===== src/rtl/d8ssa_pkg.sv =====
// shared constants, tables and types for the d8 steepest slope and aspect block
package d8ssa_pkg;

    localparam int ELEV_WIDTH_DEF = 24;
    localparam int INV_WIDTH      = 24;
    localparam logic [INV_WIDTH-1:0] INV_RESET = 24'd65536;
    localparam int NDIR           = 8;
    localparam int IDX_WIDTH      = 3;
    localparam int K_WIDTH        = 30;
    localparam logic [K_WIDTH-1:0] DIAG_K = 30'd759250125;
    localparam int CORDIC_STEPS   = 23;
    localparam int ZW             = 25;
    localparam int NORM_BIT       = 40;
    localparam int SH_WIDTH       = 5;
    localparam int SLOPE_WIDTH    = 15;
    localparam logic [SLOPE_WIDTH-1:0] SLOPE_MAX = 15'd23040;

    localparam logic signed [ZW-1:0] ATAN_TAB [CORDIC_STEPS] = '{
        25'sd2949120, 25'sd1740967, 25'sd919879, 25'sd466945, 25'sd234379,
        25'sd117304, 25'sd58666, 25'sd29335, 25'sd14668, 25'sd7334,
        25'sd3667, 25'sd1833, 25'sd917, 25'sd458, 25'sd229, 25'sd115,
        25'sd57, 25'sd29, 25'sd14, 25'sd7, 25'sd4, 25'sd2, 25'sd1
    };

    typedef struct packed {
        logic                 found;
        logic [IDX_WIDTH-1:0] idx;
    } cand_t;

endpackage


===== src/rtl/d8ssa_lane.sv =====
// one gradient lane: drop, scale by reciprocal cell size, optional diagonal scale
module d8ssa_lane
    import d8ssa_pkg::*;
#(
    parameter int ELEV_WIDTH = ELEV_WIDTH_DEF,
    parameter bit DIAG       = 1'b0,
    parameter int GW         = ELEV_WIDTH + INV_WIDTH
)
(
    input  logic                         clk,
    input  logic signed [ELEV_WIDTH-1:0] center,
    input  logic signed [ELEV_WIDTH-1:0] neigh,
    input  logic                         present,
    input  logic [INV_WIDTH-1:0]         inv,
    output logic [GW-1:0]                grad,
    output logic                         cand
);

    logic signed [ELEV_WIDTH:0] drop;
    logic [GW-1:0] g1_reg;
    logic          ok1_reg;
    logic          ok2_reg;

    assign drop = {center[ELEV_WIDTH-1], center} - {neigh[ELEV_WIDTH-1], neigh};

    always_ff @(posedge clk)
    begin
        g1_reg  <= drop[ELEV_WIDTH-1:0] * inv;
        ok1_reg <= present && !drop[ELEV_WIDTH] && (drop != '0);
        ok2_reg <= ok1_reg;
    end

    generate
        if (DIAG)
        begin : g_diag
            logic [GW-INV_WIDTH+K_WIDTH-1:0] a_reg;
            logic [INV_WIDTH+K_WIDTH-1:0]    b_reg;
            logic [INV_WIDTH+K_WIDTH:0]      low_sum;
            logic [GW:0]                     g_next;
            logic [GW-1:0]                   g3_reg;
            logic                            ok3_reg;

            always_ff @(posedge clk)
            begin
                a_reg   <= g1_reg[GW-1:INV_WIDTH] * DIAG_K;
                b_reg   <= g1_reg[INV_WIDTH-1:0] * DIAG_K;
                g3_reg  <= g_next[GW-1:0];
                ok3_reg <= ok2_reg;
            end

            always_comb
            begin
                low_sum = {1'b0, a_reg[5:0], {INV_WIDTH{1'b0}}} + {1'b0, b_reg};
                g_next  = (GW+1)'(a_reg >> 6) + (GW+1)'(low_sum >> K_WIDTH);
            end

            assign grad = g3_reg;
            assign cand = ok3_reg && (g3_reg != '0);
        end
        else
        begin : g_orth
            logic [GW-1:0] g2_reg;
            logic [GW-1:0] g3_reg;
            logic          ok3_reg;

            always_ff @(posedge clk)
            begin
                g2_reg  <= g1_reg;
                g3_reg  <= g2_reg;
                ok3_reg <= ok2_reg;
            end

            assign grad = g3_reg;
            assign cand = ok3_reg && (g3_reg != '0);
        end
    endgenerate

endmodule


===== config.mk =====
export PLATFORM = sky130hd
export DESIGN_NAME = d8ssa_lane
export DESIGN_NICKNAME = d
export VERILOG_FILES = /design/src/rtl/d8ssa_pkg.sv /design/src/rtl/d8ssa_lane.sv
export SDC_FILE = /design/constraint.sdc
export NUM_CORES = 2
export LEC_CHECK = 0
export BUFFER_PORTS_ARGS = -buffer_cell sky130_fd_sc_hd__buf_2
export CAP_MARGIN = 40
export CORE_MARGIN = 3
export CORE_UTILIZATION = 35
export DETAILED_ROUTE_END_ITERATION = 6
export HOLD_SLACK_MARGIN = 0.08
export PLACE_DENSITY = 0.52
export SYNTH_ARGS = -nofsm -noshare
export SYNTH_HDL_FRONTEND = slang
export SYNTH_SLANG_ARGS = --single-unit

===== constraint.sdc =====
create_clock -name clk -period 10.45 [get_ports clk]
set_clock_uncertainty 0.2 [all_clocks]
set_input_delay 0.5225 -clock clk [delete_from_list [all_inputs] [get_ports clk]]
set_output_delay 0.5225 -clock clk [all_outputs]
set_load 0.02 [all_outputs]

Word-level counts from Yosys, hierarchy flattened
Index checks and enable logic that the tools add are counted.
{"block": "totals", "wordCells": 14, "out_inout_bits": 49, "ff_bits": 147}
{"block": "classes", "reduce_logical": 6, "n_mul": 1, "n_addsub": 1}
{"cell": "$mul 24x24->48", "n": 1}
{"cell": "$reduce_bool 48->1", "n": 1}
{"cell": "$reduce_bool 25->1", "n": 1}
{"cell": "$sub 24x24->25", "n": 1}
{"cell": "$logic_and 1x1->1", "n": 3}
{"cell": "$logic_not 1->1", "n": 1}

Logic depth before layout (Yosys ltp)
{"block": "depth", "ltp_word": 4, "depth_mapped": 36, "depth_no_buf": 34}

Worst setup path after synthesis
Ideal clock, no wire load.
{"block": "synth_path", "kind": "input-to-reg", "startpoint": "input center[0]", "endpoint": "register g1_reg[42]", "cell_stages": 34, "required_ns": 10.124, "slack_ns": 1.551, "setup_time_ns": 0.126, "t_arrival_ns": 8.573, "cell_sequence": "inv_1 ha_1 inv_1 fa_1 a21o_1 a221oi_4 a311o_1 o211ai_1 a31o_2 a21oi_1 xnor2_1 clkbuf_1 nand2_1 fa_1 fa_1 fa_1 fa_1 inv_1 fa_1 fa_1 inv_1 fa_1 inv_1 ha_1 clkbuf_1 a21o_1 a21o_1 a21oi_1 nand2_1 nor4_1 o31ai_1 or2_2 a41oi_1 xnor2_1"}
{"block": "synth_between", "elab_chain_len": 2}
{"item": "from (decl)", "line_no": "d8ssa_lane.sv:11", "rtl": "input logic signed [ELEV_WIDTH-1:0] center,"}
{"item": "$sub 24x24->25", "line_no": "d8ssa_lane.sv:24", "rtl": "assign drop = {center[ELEV_WIDTH-1], center} - {neigh[ELEV_WIDTH-1], neigh};"}
{"item": "$mul 24x24->48", "line_no": "d8ssa_lane.sv:28", "rtl": "g1_reg <= drop[ELEV_WIDTH-1:0] * inv;"}
{"item": "to (signal assigned)", "line_no": "d8ssa_lane.sv:28"}
{"item": "to (decl)", "line_no": "d8ssa_lane.sv:20", "rtl": "logic [GW-1:0] g1_reg;"}
Every way passes these cells.

Final worst setup path
{"block": "layout_path", "startpoint": "input center[0]", "endpoint": "register g1_reg[45]"}
Same word-level chain as after synthesis.

==> run_results.csv <==
group,metric,value,unit
yosys,synth_top_cell_by_area,"fa_1",
clock_tree,post_cts_resized,0,
setup_path,r2r_slack,9.80,ns
min_path,hp-class,"reg -> reg",
yosys,yosysUniqueCellTypes,56,
floorplan,core-area,66220,um2
grt,antenna_found_initial,2,
yosys,yosys_warnings,0,
setup_path,reg2reg_to,"grad[22]$_DFF_P_",
clock_tree,cts-root-buf,"clkbuf_16",
grt,top_usage_layer,"met2",
floorplan,die_y,265.2,um
yosys,seq_area_frac_synth,12.51,%
setup_path,crit_path_end_kind,"flop",
drt,via_count,16910,
yosys,ys_seq_elements,147,
drt,first_iter_violations,1133,
grt,first_global_vias,18370,
grt,use_met2,32.63,%
setup_path,required,10.61,ns
floorplan,start_util,35.52,%
clock_tree,cts_setup_buffers,0,
setup_path,critPathSlowestCell,"xor2_2",
floorplan,floorplan.rows,94,
min_path,holdPathStages,0,
placed_design,dp_slack,0.5506,ns
drt,vias_per_cell,4.860,
timing,fin_crit_sh,90.73,%
yosys,synth_ff_type,"dfxtp_1",
grt,grt_pass1_wl,104000,um
timing,setup_violations,0,
grt,grt_start_max_net_pins,26,
floorplan,fp.dieW,265.2,um
finish,fin_util,39.22,%
finish,drive_gt1_share,8.649,%
timing,fmax,0.1055,GHz
drt,wl_per_cell,18.84,um
clock_tree,cts_tree,"built",
finish,nets,3355,
timing,hold_viol_final,0,
yosys,syn_nets,3282,
timing,rsz0062_at_grt,"no",
setup_path,path_buf_inv,7,
clock_tree,cts_hold_repair.buffers,0,
drt,wl,65530,um
finish,finalNonFillerCells,3479,
setup_path,cp_common_cell,"fa_1",
clock_tree,h-tree-depth,4,
clock_tree,clk_latency,0.42,ns
yosys,synthTopCellsByArea,"fa_1 (41%), dfxtp_1 (13%), ha_1 (11%)",
setup_path,rr_worst_depth,0,
grt,grt_use_total,19.09,%
yosys,synth_top_area_share,41.11,%
clock_tree,cts_buffers,17,
yosys,synth_edf_count,0,
setup_path,cp_data_arrival_time,9.64,ns
job,drv_cap,0,
timing,tns,0,ns
clock_tree,clock_path_buffers,2,
setup_path,slowest_delay,0.76,ns
floorplan,io_pins,123,
min_path,min_from,"g1_reg[6]$_DFF_P_",
timing,setup_ws,0.9691,ns
drt,postRouteAntennaNets,0,
timing,maxSlewViolCount,0,
floorplan,die_area,70350,um2
yosys,syn_avg_cell_area,9.308,um2
yosys,ys_async_sr_fraction,0,%
timing,max_slew_margin,36.92,%
setup_path,setup.worst_path.start_class,"input port",
drt,drc,0,
finish,final_cell_mix,"inv_1 (567), fa_1 (482), and2_1 (348), nand2_1 (247), ha_1 (198)",
setup_path,critPathTopFamily,"adder cells",
setup_path,crit_cells,33,
grt,grt_util_met3,2.405,%
setup_path,cp_max_fo,15,
grt,overflow,0,
setup_path,r2r-start,"g_orth.g2_reg[22]$_DFF_P_",
grt,use_met1,25.70,%
clock_tree,cts.sinks,147,
placed_design,portBuffers,122,
placed_design,dp_cells,3445,
finish,final_common_cell,"inv_1",
run_status,run_status,"complete, no violations",
clock_tree,clk_pin_slew,0.06,ns
placed_design,place_congestion,0.8794,
setup_path,path_class,"in -> reg",
timing,fin_crit,9.481,ns
finish,syn2layout_area_growth,10.40,%
yosys,syn_area,23520,um2
placed_design,hpwl,53140,um
timing,worstMarginPinSlew,0.9453,ns
yosys,netlist_instances,2527,
min_path,holdPathEnd,"g_orth.g2_reg[6]$_DFF_P_",
drt,firstDrtPassIters,5,
## how the worst max path moves through the flow
| stage | endpoint | start |
|---|---|---|
| detailed placement | g1_reg[45]$_DFF_P_ | center[0] |
| floorplan | g1_reg[42]$_DFF_P_ | center[0] |
| global placement | g1_reg[45]$_DFF_P_ | center[0] |
| CTS | g1_reg[45]$_DFF_P_ | center[0] |
| global route | g1_reg[41]$_DFF_P_ | center[0] |
| finish | g1_reg[45]$_DFF_P_ | center[0] |
## routing by layer
metal	vias up	part of all wire (%)
met5	-	0
met4	0	2.8
met3	84	5.0
met2	481	48
met1	8659	44
li1	7683	-
## per-stage QoR
stage               cell area (um2)  hold WS [ns]
floorplan                     23520        0.1096
global placement              25320        0.1096
detailed placement            25360        0.1121
CTS                           25960        0.1244
global route                  25960        0.1283
finish                        25970        0.1222
## synth_stat cells, types with 3 or more instances
library cell,n
nand3_1,22
o31ai_1,7
nor3_1,9
nor4_1,13
o311ai_0,3
or4_1,3
inv_1,567
o21ai_0,25
fa_1,483
xor2_1,23
ha_1,198
nand2_1,247
and4_1,3
a211oi_1,3
nand4_1,15
o211ai_1,8
and2_1,348
dfxtp_1,147
a41oi_1,3
a31oi_1,13
a211o_1,5
o21bai_1,12
clkbuf_1,112
buf_1,3
nor2_1,40
and3_1,6
o21a_1,7
nor2b_1,25
nand2b_1,14
a21o_1,35
or3_1,4
xnor2_1,38
a21oi_1,59
## cell type report
type                    instances  area (um2)
clock inverters                11       141.4
multi-input cells            1698       18220
well taps                     864        1081
inverters                     567        2128
flip-flops and latches        147        2943
clock buffers                  21       460.4
diodes                          2       5.005
repair buffers                169       991.0
fillers                      6682       40250
## logic make-up after synthesis
kind of cell / after synthesis / synth area share (%)
flip-flops: 147 / 12.51
adder cells (fa/ha/maj): 681 / 51.64
XOR/XNOR: 61 / 2.271
AO/OA/AOI/OAI: 199 / 5.671
buffers and inverters: 682 / 10.88
AND/OR/NAND/NOR: 757 / 17.02
Power is left out: the tool's default activity adds up to more than one toggle a clock period on the data nets, which glitch-free logic cannot reach.
