### config.mk
export PLATFORM = sky130hd
export DESIGN_NAME = d8ssa_merge
export DESIGN_NICKNAME = d
export VERILOG_FILES = /design/src/rtl/d8ssa_pkg.sv /design/src/rtl/d8ssa_merge.sv
export SDC_FILE = /design/constraint.sdc
export NUM_CORES = 1
export LEC_CHECK = 0
export ABC_CLOCK_PERIOD_IN_PS = 3500
export BUFFER_PORTS_ARGS = -buffer_cell sky130_fd_sc_hd__buf_2
export CORE_MARGIN = 5
export CORE_UTILIZATION = 35
export CTS_BUF_LIST = sky130_fd_sc_hd__clkbuf_8 sky130_fd_sc_hd__clkbuf_16
export DETAILED_ROUTE_END_ITERATION = 16
export PLACE_DENSITY_LB_ADDON = 0.1
export SYNTH_ARGS = -nofsm -noshare
export SYNTH_HDL_FRONTEND = slang
export SYNTH_SLANG_ARGS = --single-unit
export TNS_END_PERCENT = 30
### constraint.sdc
create_clock -name clk -period 3.5 [get_ports clk]
set_input_delay 0.7 -clock clk [delete_from_list [all_inputs] [get_ports clk]]
set_output_delay 0.7 -clock clk [all_outputs]
set_load 0.05 [all_outputs]
### src/rtl/d8ssa_pkg.sv
// shared constants, tables and types for the d8 steepest slope and aspect block
package d8ssa_pkg;

    localparam int ELEV_WIDTH_DEF = 24;
    localparam int INV_WIDTH      = 24;
    localparam logic [INV_WIDTH-1:0] INV_RESET = 24'd65536;
    localparam int NDIR           = 8;
    localparam int IDX_WIDTH      = 3;
    localparam int K_WIDTH        = 30;
    localparam logic [K_WIDTH-1:0] DIAG_K = 30'd759250125;
    localparam int CORDIC_STEPS   = 23;
    localparam int ZW             = 25;
    localparam int NORM_BIT       = 40;
    localparam int SH_WIDTH       = 5;
    localparam int SLOPE_WIDTH    = 15;
    localparam logic [SLOPE_WIDTH-1:0] SLOPE_MAX = 15'd23040;

    localparam logic signed [ZW-1:0] ATAN_TAB [CORDIC_STEPS] = '{
        25'sd2949120, 25'sd1740967, 25'sd919879, 25'sd466945, 25'sd234379,
        25'sd117304, 25'sd58666, 25'sd29335, 25'sd14668, 25'sd7334,
        25'sd3667, 25'sd1833, 25'sd917, 25'sd458, 25'sd229, 25'sd115,
        25'sd57, 25'sd29, 25'sd14, 25'sd7, 25'sd4, 25'sd2, 25'sd1
    };

    typedef struct packed {
        logic                 found;
        logic [IDX_WIDTH-1:0] idx;
    } cand_t;

endpackage

### src/rtl/d8ssa_merge.sv
// registered three-level tree picking the steepest lane, lowest index on ties
module d8ssa_merge
    import d8ssa_pkg::*;
#(
    parameter int GW = ELEV_WIDTH_DEF + INV_WIDTH
)
(
    input  logic          clk,
    input  logic          rst_n,
    input  logic          in_valid,
    input  logic [GW-1:0] grad [NDIR],
    input  logic          cand [NDIR],
    output logic          out_valid,
    output logic [GW-1:0] best_grad,
    output cand_t         best
);

    logic [GW-1:0] l1_g_reg [4];
    cand_t         l1_c_reg [4];
    logic [GW-1:0] l2_g_reg [2];
    cand_t         l2_c_reg [2];
    logic [GW-1:0] l3_g_reg;
    cand_t         l3_c_reg;
    logic [2:0]    valid_reg;

    always_ff @(posedge clk or negedge rst_n)
    begin
        if (!rst_n)
            valid_reg <= '0;
        else
            valid_reg <= {valid_reg[1:0], in_valid};
    end

    always_ff @(posedge clk)
    begin
        for (int i = 0; i < 4; i++)
        begin
            if (cand[2*i+1] && (!cand[2*i] || grad[2*i+1] > grad[2*i]))
            begin
                l1_g_reg[i] <= grad[2*i+1];
                l1_c_reg[i] <= '{found: 1'b1, idx: IDX_WIDTH'(2*i+1)};
            end
            else
            begin
                l1_g_reg[i] <= grad[2*i];
                l1_c_reg[i] <= '{found: cand[2*i], idx: IDX_WIDTH'(2*i)};
            end
        end
        for (int i = 0; i < 2; i++)
        begin
            if (l1_c_reg[2*i+1].found
                && (!l1_c_reg[2*i].found || l1_g_reg[2*i+1] > l1_g_reg[2*i]))
            begin
                l2_g_reg[i] <= l1_g_reg[2*i+1];
                l2_c_reg[i] <= l1_c_reg[2*i+1];
            end
            else
            begin
                l2_g_reg[i] <= l1_g_reg[2*i];
                l2_c_reg[i] <= l1_c_reg[2*i];
            end
        end
        if (l2_c_reg[1].found && (!l2_c_reg[0].found || l2_g_reg[1] > l2_g_reg[0]))
        begin
            l3_g_reg <= l2_g_reg[1];
            l3_c_reg <= l2_c_reg[1];
        end
        else
        begin
            l3_g_reg <= l2_g_reg[0];
            l3_c_reg <= l2_c_reg[0];
        end
    end

    assign out_valid = valid_reg[2];
    assign best_grad = l3_g_reg;
    assign best      = l3_c_reg;

endmodule

; Yosys cells after proc, flatten, opt, wreduce, memory -nomap -nowiden
; Memories as Yosys holds them, arrays and structs flattened.
; Index checks and enable logic that the tools add are counted.
[word_totals]
n_memories = 4
elab_cells = 80
reg_bits = 55
mem_bits_rw = 312
[memory_table]
columns = memory, words, width, rd, rd_ports_with_merged_regs, wr, line
row1 = l1_g_reg, 4, 48, 4, 0, 4, d8ssa_merge.sv:18  ; logic [GW-1:0] l1_g_reg [4];
row2 = l2_g_reg, 2, 48, 2, 0, 2, d8ssa_merge.sv:20  ; logic [GW-1:0] l2_g_reg [2];
row3 = l1_c_reg, 4, 4, 4, 0, 4, d8ssa_merge.sv:19  ; cand_t l1_c_reg [4];
row4 = l2_c_reg, 2, 4, 2, 0, 2, d8ssa_merge.sv:21  ; cand_t l2_c_reg [2];
[op_classes]
muxes = 32
reduce_logical = 21
order_cmp = 7
bitwise = 12
[op_table]
columns = op, count
row1 = 48-bit > comparator, 7
row2 = 48-bit 2-to-1 mux, 7
row3 = 4-bit 2-to-1 mux, 7
row4 = 1-bit 2-to-1 mux, 18
row5 = 1-bit bitwise OR, 12
row6 = 1-bit logical AND, 7
row7 = 1-bit zero test, 7
row8 = 1-bit logical OR, 7

; Longest topological paths before layout
[depth]
depth_word = 6
depth_mapped = 12
ltp_nobuf = 9

; Worst setup path before layout
; No wires, ideal clock.
[synth_path]
kind = input to register
start = input port grad[263] in the netlist's numbering
end = memory l1_g_reg[1][38] in the netlist's numbering
path_stages = 11
setup_time_ps = 121
slack_ps = 510
path_buffers = 2
arrival_time_ps = 2869
cell_sequence = inv_1 > ha_1 > a21oi_1 > o21ai_1 > a221o_1 > a211o_1 > a2111oi_2 > a21oi_2 > buf_6 > buf_6 > mux2_4
[synth_lines]
columns = element, line
row1 = "start, declared", d8ssa_merge.sv:11  ; input logic [GW-1:0] grad [NDIR],
row2 = "end, declared", d8ssa_merge.sv:18

==> flow_summary.json <==
{
  "grtUsageTotal": 0.2134,
  "die-area_um2": 69100,
  "dp_hpwl_um": 61330,
  "pin_count": 448,
  "cts_tree": "done",
  "synth_area_um2": 22380,
  "overflow": 0,
  "post_dp_cell_area_um2": 25940,
  "combPwrFrac": 0.352,
  "antenna_found_initial": 12,
  "end_kind": "register",
  "final_common_cell": "buf_2",
  "fin_crit_ns": 3.368,
  "status": "finished clean",
  "cts_root_buf": "clkbuf_16",
  "largest_reg_flops": 192,
  "p_leak_nw": 13.34,
  "min_path_cells": 1,
  "post_cts_buffers": 0,
  "synth_edf_count": 0,
  "switching_share": 0.3721,
  "ctsHtreeMaxLevel": 2,
  "hold-path-endpoint": "valid_reg[0]",
  "start_kind": "register",
  "n_fill_cell": 6199,
  "syn_avg_cell_area_um2": 9.448,
  "io_buffers": 447,
  "clkSinkCount": 357,
  "seqPwrFrac": 0.346,
  "drtPass1Iterations": 7,
  "grt_pass1_wl_um": 118500,
  "place_congestion": 0.8833,
  "hp-class": "in -> reg",
  "setup_violations": 0,
  "wl_per_cell_um": 21.22,
  "reg2reg_depth": 10,
  "vias_per_cell": 5.443,
  "ys_types": 51,
  "synth_seq_cells": 357,
  "ant_nets": 0,
  "p_sw_w": 0.005826,
  "die_w_um": 262.9,
  "multi_input_area_um2": 13400,
  "clk_path_buf_depth": 3,
  "core_area_um2": 63200,
  "area_growth_pct": 22.84,
  "wl_um": 78310,
  "yosysSeqAreaShare": 0.3200,
  "initial_core_util": 0.3542,
  "drv_slew": 0,
  "slew_headroom": 0.3980,
  "crit_fanout": 32,
  "internal-power_w": 0.009833,
  "period_share": 0.9624,
  "hold_viol": 0,
  "worst_slack_ns": 0.1315,
  "most-common-layout-cells": "447 x buf_2, 359 x inv_1, 354 x dfxtp_1",
  "peakVddDrop_mv": 0.3004,
  "rsz0062_at_grt": "no",
  "grt_max_degree": 50,
  "drv_cap": 0,
  "setup-tns-final_ns": 0,
  "synthesis.instances": 2369,
  "clk_pin_slew_ns": 0.06,
  "die-height_um": 262.9,
  "grt_pass1_vias": 20654,
  "seq_area_um2": 7162,
  "insertion_delay_ns": 0.57,
  "drive_gt1_frac": 0.2872,
  "ys.flop_type": "dfxtp_1",
  "cp.arrival_ns": 3.78,
  "clock_power_share": 0.302,
  "dp_slack_ns": -0.3277,
  "reg2reg_to": "l2_g_reg[0][22]",
  "synth-async-reset-ratio": 0.008403,
  "fin_nets": 3535,
  "min_from": "in_valid",
  "synth_fp_nets": 3100,
  "skew_ns": 0.02455,
  "worst_pin_slew_ns": 0.9011,
  "fin_area_um2": 27490,
  "dr_total_vias": 20091,
  "drt_iter0_markers": 1020,
  "drc": 0,
  "row_count": 92,
  "cts_buffers": 43,
  "worstPathRequired_ns": 3.91,
  "power_density_nw_per_um2": 569.5,
  "timing.hold.ws_ns": 0.2377,
  "r2r-start": "l1_g_reg[0][45]",
  "reg2reg_slack_ns": 0.13,
  "max_freq_mhz": 296.9,
  "critical_path_class": "reg -> reg",
  "ys_warn_count": 0
}
power groups by stage:
stage               clock (W)  combinational [W]  sequential (W)
CTS                   0.00489            0.00556         0.00542
floorplan                   0            0.00269         0.00637
finish                0.00472            0.00552         0.00541
detailed placement          0            0.00551         0.00550
global placement            0            0.00546         0.00550
global route          0.00506            0.00598         0.00550
worst max path at each step:
| stage | startpoint | end | cells past startpoint |
|---|---|---|---|
| after CTS | l1_g_reg[0][45] | l2_g_reg[0][6] | 10 |
| final | l1_g_reg[0][45] | l2_g_reg[0][22] | 10 |
| after global placement | grad[363] | l1_g_reg[0][0] | 11 |
| after floorplan | grad[263] | l1_g_reg[1][38] | 11 |
| after global routing | l1_g_reg[0][45] | l2_g_reg[0][6] | 10 |
| after detailed placement | grad[363] | l1_g_reg[0][15] | 11 |
layout make-up:
class | instances | share of cell area
timing repair buffer | 518 | 0.1090
sequential | 357 | 0.2605
multi-input combinational | 1528 | 0.4873
tap | 846 | 0.03850
antenna | 7 | 0.0006371
clock inverter | 25 | 0.01038
clock buffer | 54 | 0.04505
inverter | 356 | 0.04860
synth_stat cells (4+ instances only):
cell,count,area share
mux2_1,5,0.0025
inv_1,356,0.060
nand4_1,69,0.019
buf_4,12,0.0040
nand3_1,44,0.0098
mux2_4,18,0.012
a21o_1,16,0.0054
o31ai_1,7,0.0023
buf_2,26,0.0058
nand2_1,96,0.016
a221o_1,5,0.0022
mux2_2,170,0.086
a21oi_1,132,0.030
clkbuf_1,77,0.013
o21ai_0,46,0.010
a22o_1,147,0.058
nor4_1,154,0.043
or2_2,10,0.0028
nor3_1,14,0.0031
nor2b_1,5,0.0014
a211o_1,6,0.0023
ha_1,336,0.19
nor2_1,26,0.0044
a211oi_1,5,0.0017
a221oi_1,19,0.0074
dfxtp_1,354,0.32
buf_6,7,0.0035
o21a_1,5,0.0017
o21ai_1,4,0.00089
buf_1,6,0.0010
a311o_1,150,0.067
timing repair:
action / in CTS / in global routing
hold buffers: 1 / 0
resized for setup: 0 / 0
hold endpoints to repair: 3 / 0
cells by family after synthesis:
group | after synthesis | share of synthesized area
mux | 193 | 0.1001
buf+inv | 484 | 0.08699
compound gates | 561 | 0.1966
flops | 357 | 0.3200
fa+ha+maj | 336 | 0.1878
simple gates | 438 | 0.1085
per-stage QoR:
stage / instances / total power, W / util
4_1_cts: 3684 / 0.01587 / 0.4348
3_3_place_gp: 3604 / 0.01095 / 0.4105
6_report: 3691 / 0.01566 / 0.4351
5_1_grt: 3689 / 0.01654 / 0.4350
2_1_floorplan: 2369 / 0.009060 / -
3_5_place_dp: 3604 / 0.01101 / 0.4105
critical path, stage by stage (launching register included):
cell and delay [ns]:
dfxtp_1 0.39, inv_1 0.07, ha_1 0.30, nand4_1 0.19, or4_1 0.67, nand2b_1 0.32
nor3_1 0.20, a2111oi_0 0.19, a21oi_4 0.22, buf_12 0.22, mux2_1 0.42
metal layers:
metal | part of all wire | track usage | routed length, µm | vias to the layer above
li1 | - | - | - | 9734
met1 | 0.45 | 0.2809 | 35200 | 9588
met4 | 0.031 | 0.06847 | 2439 | 12
met5 | 0.00088 | 0 | 69 | -
met2 | 0.47 | 0.3595 | 36460 | 633
met3 | 0.053 | 0.03427 | 4143 | 124
No activity file was read; power rests on OpenSTA's default activity.
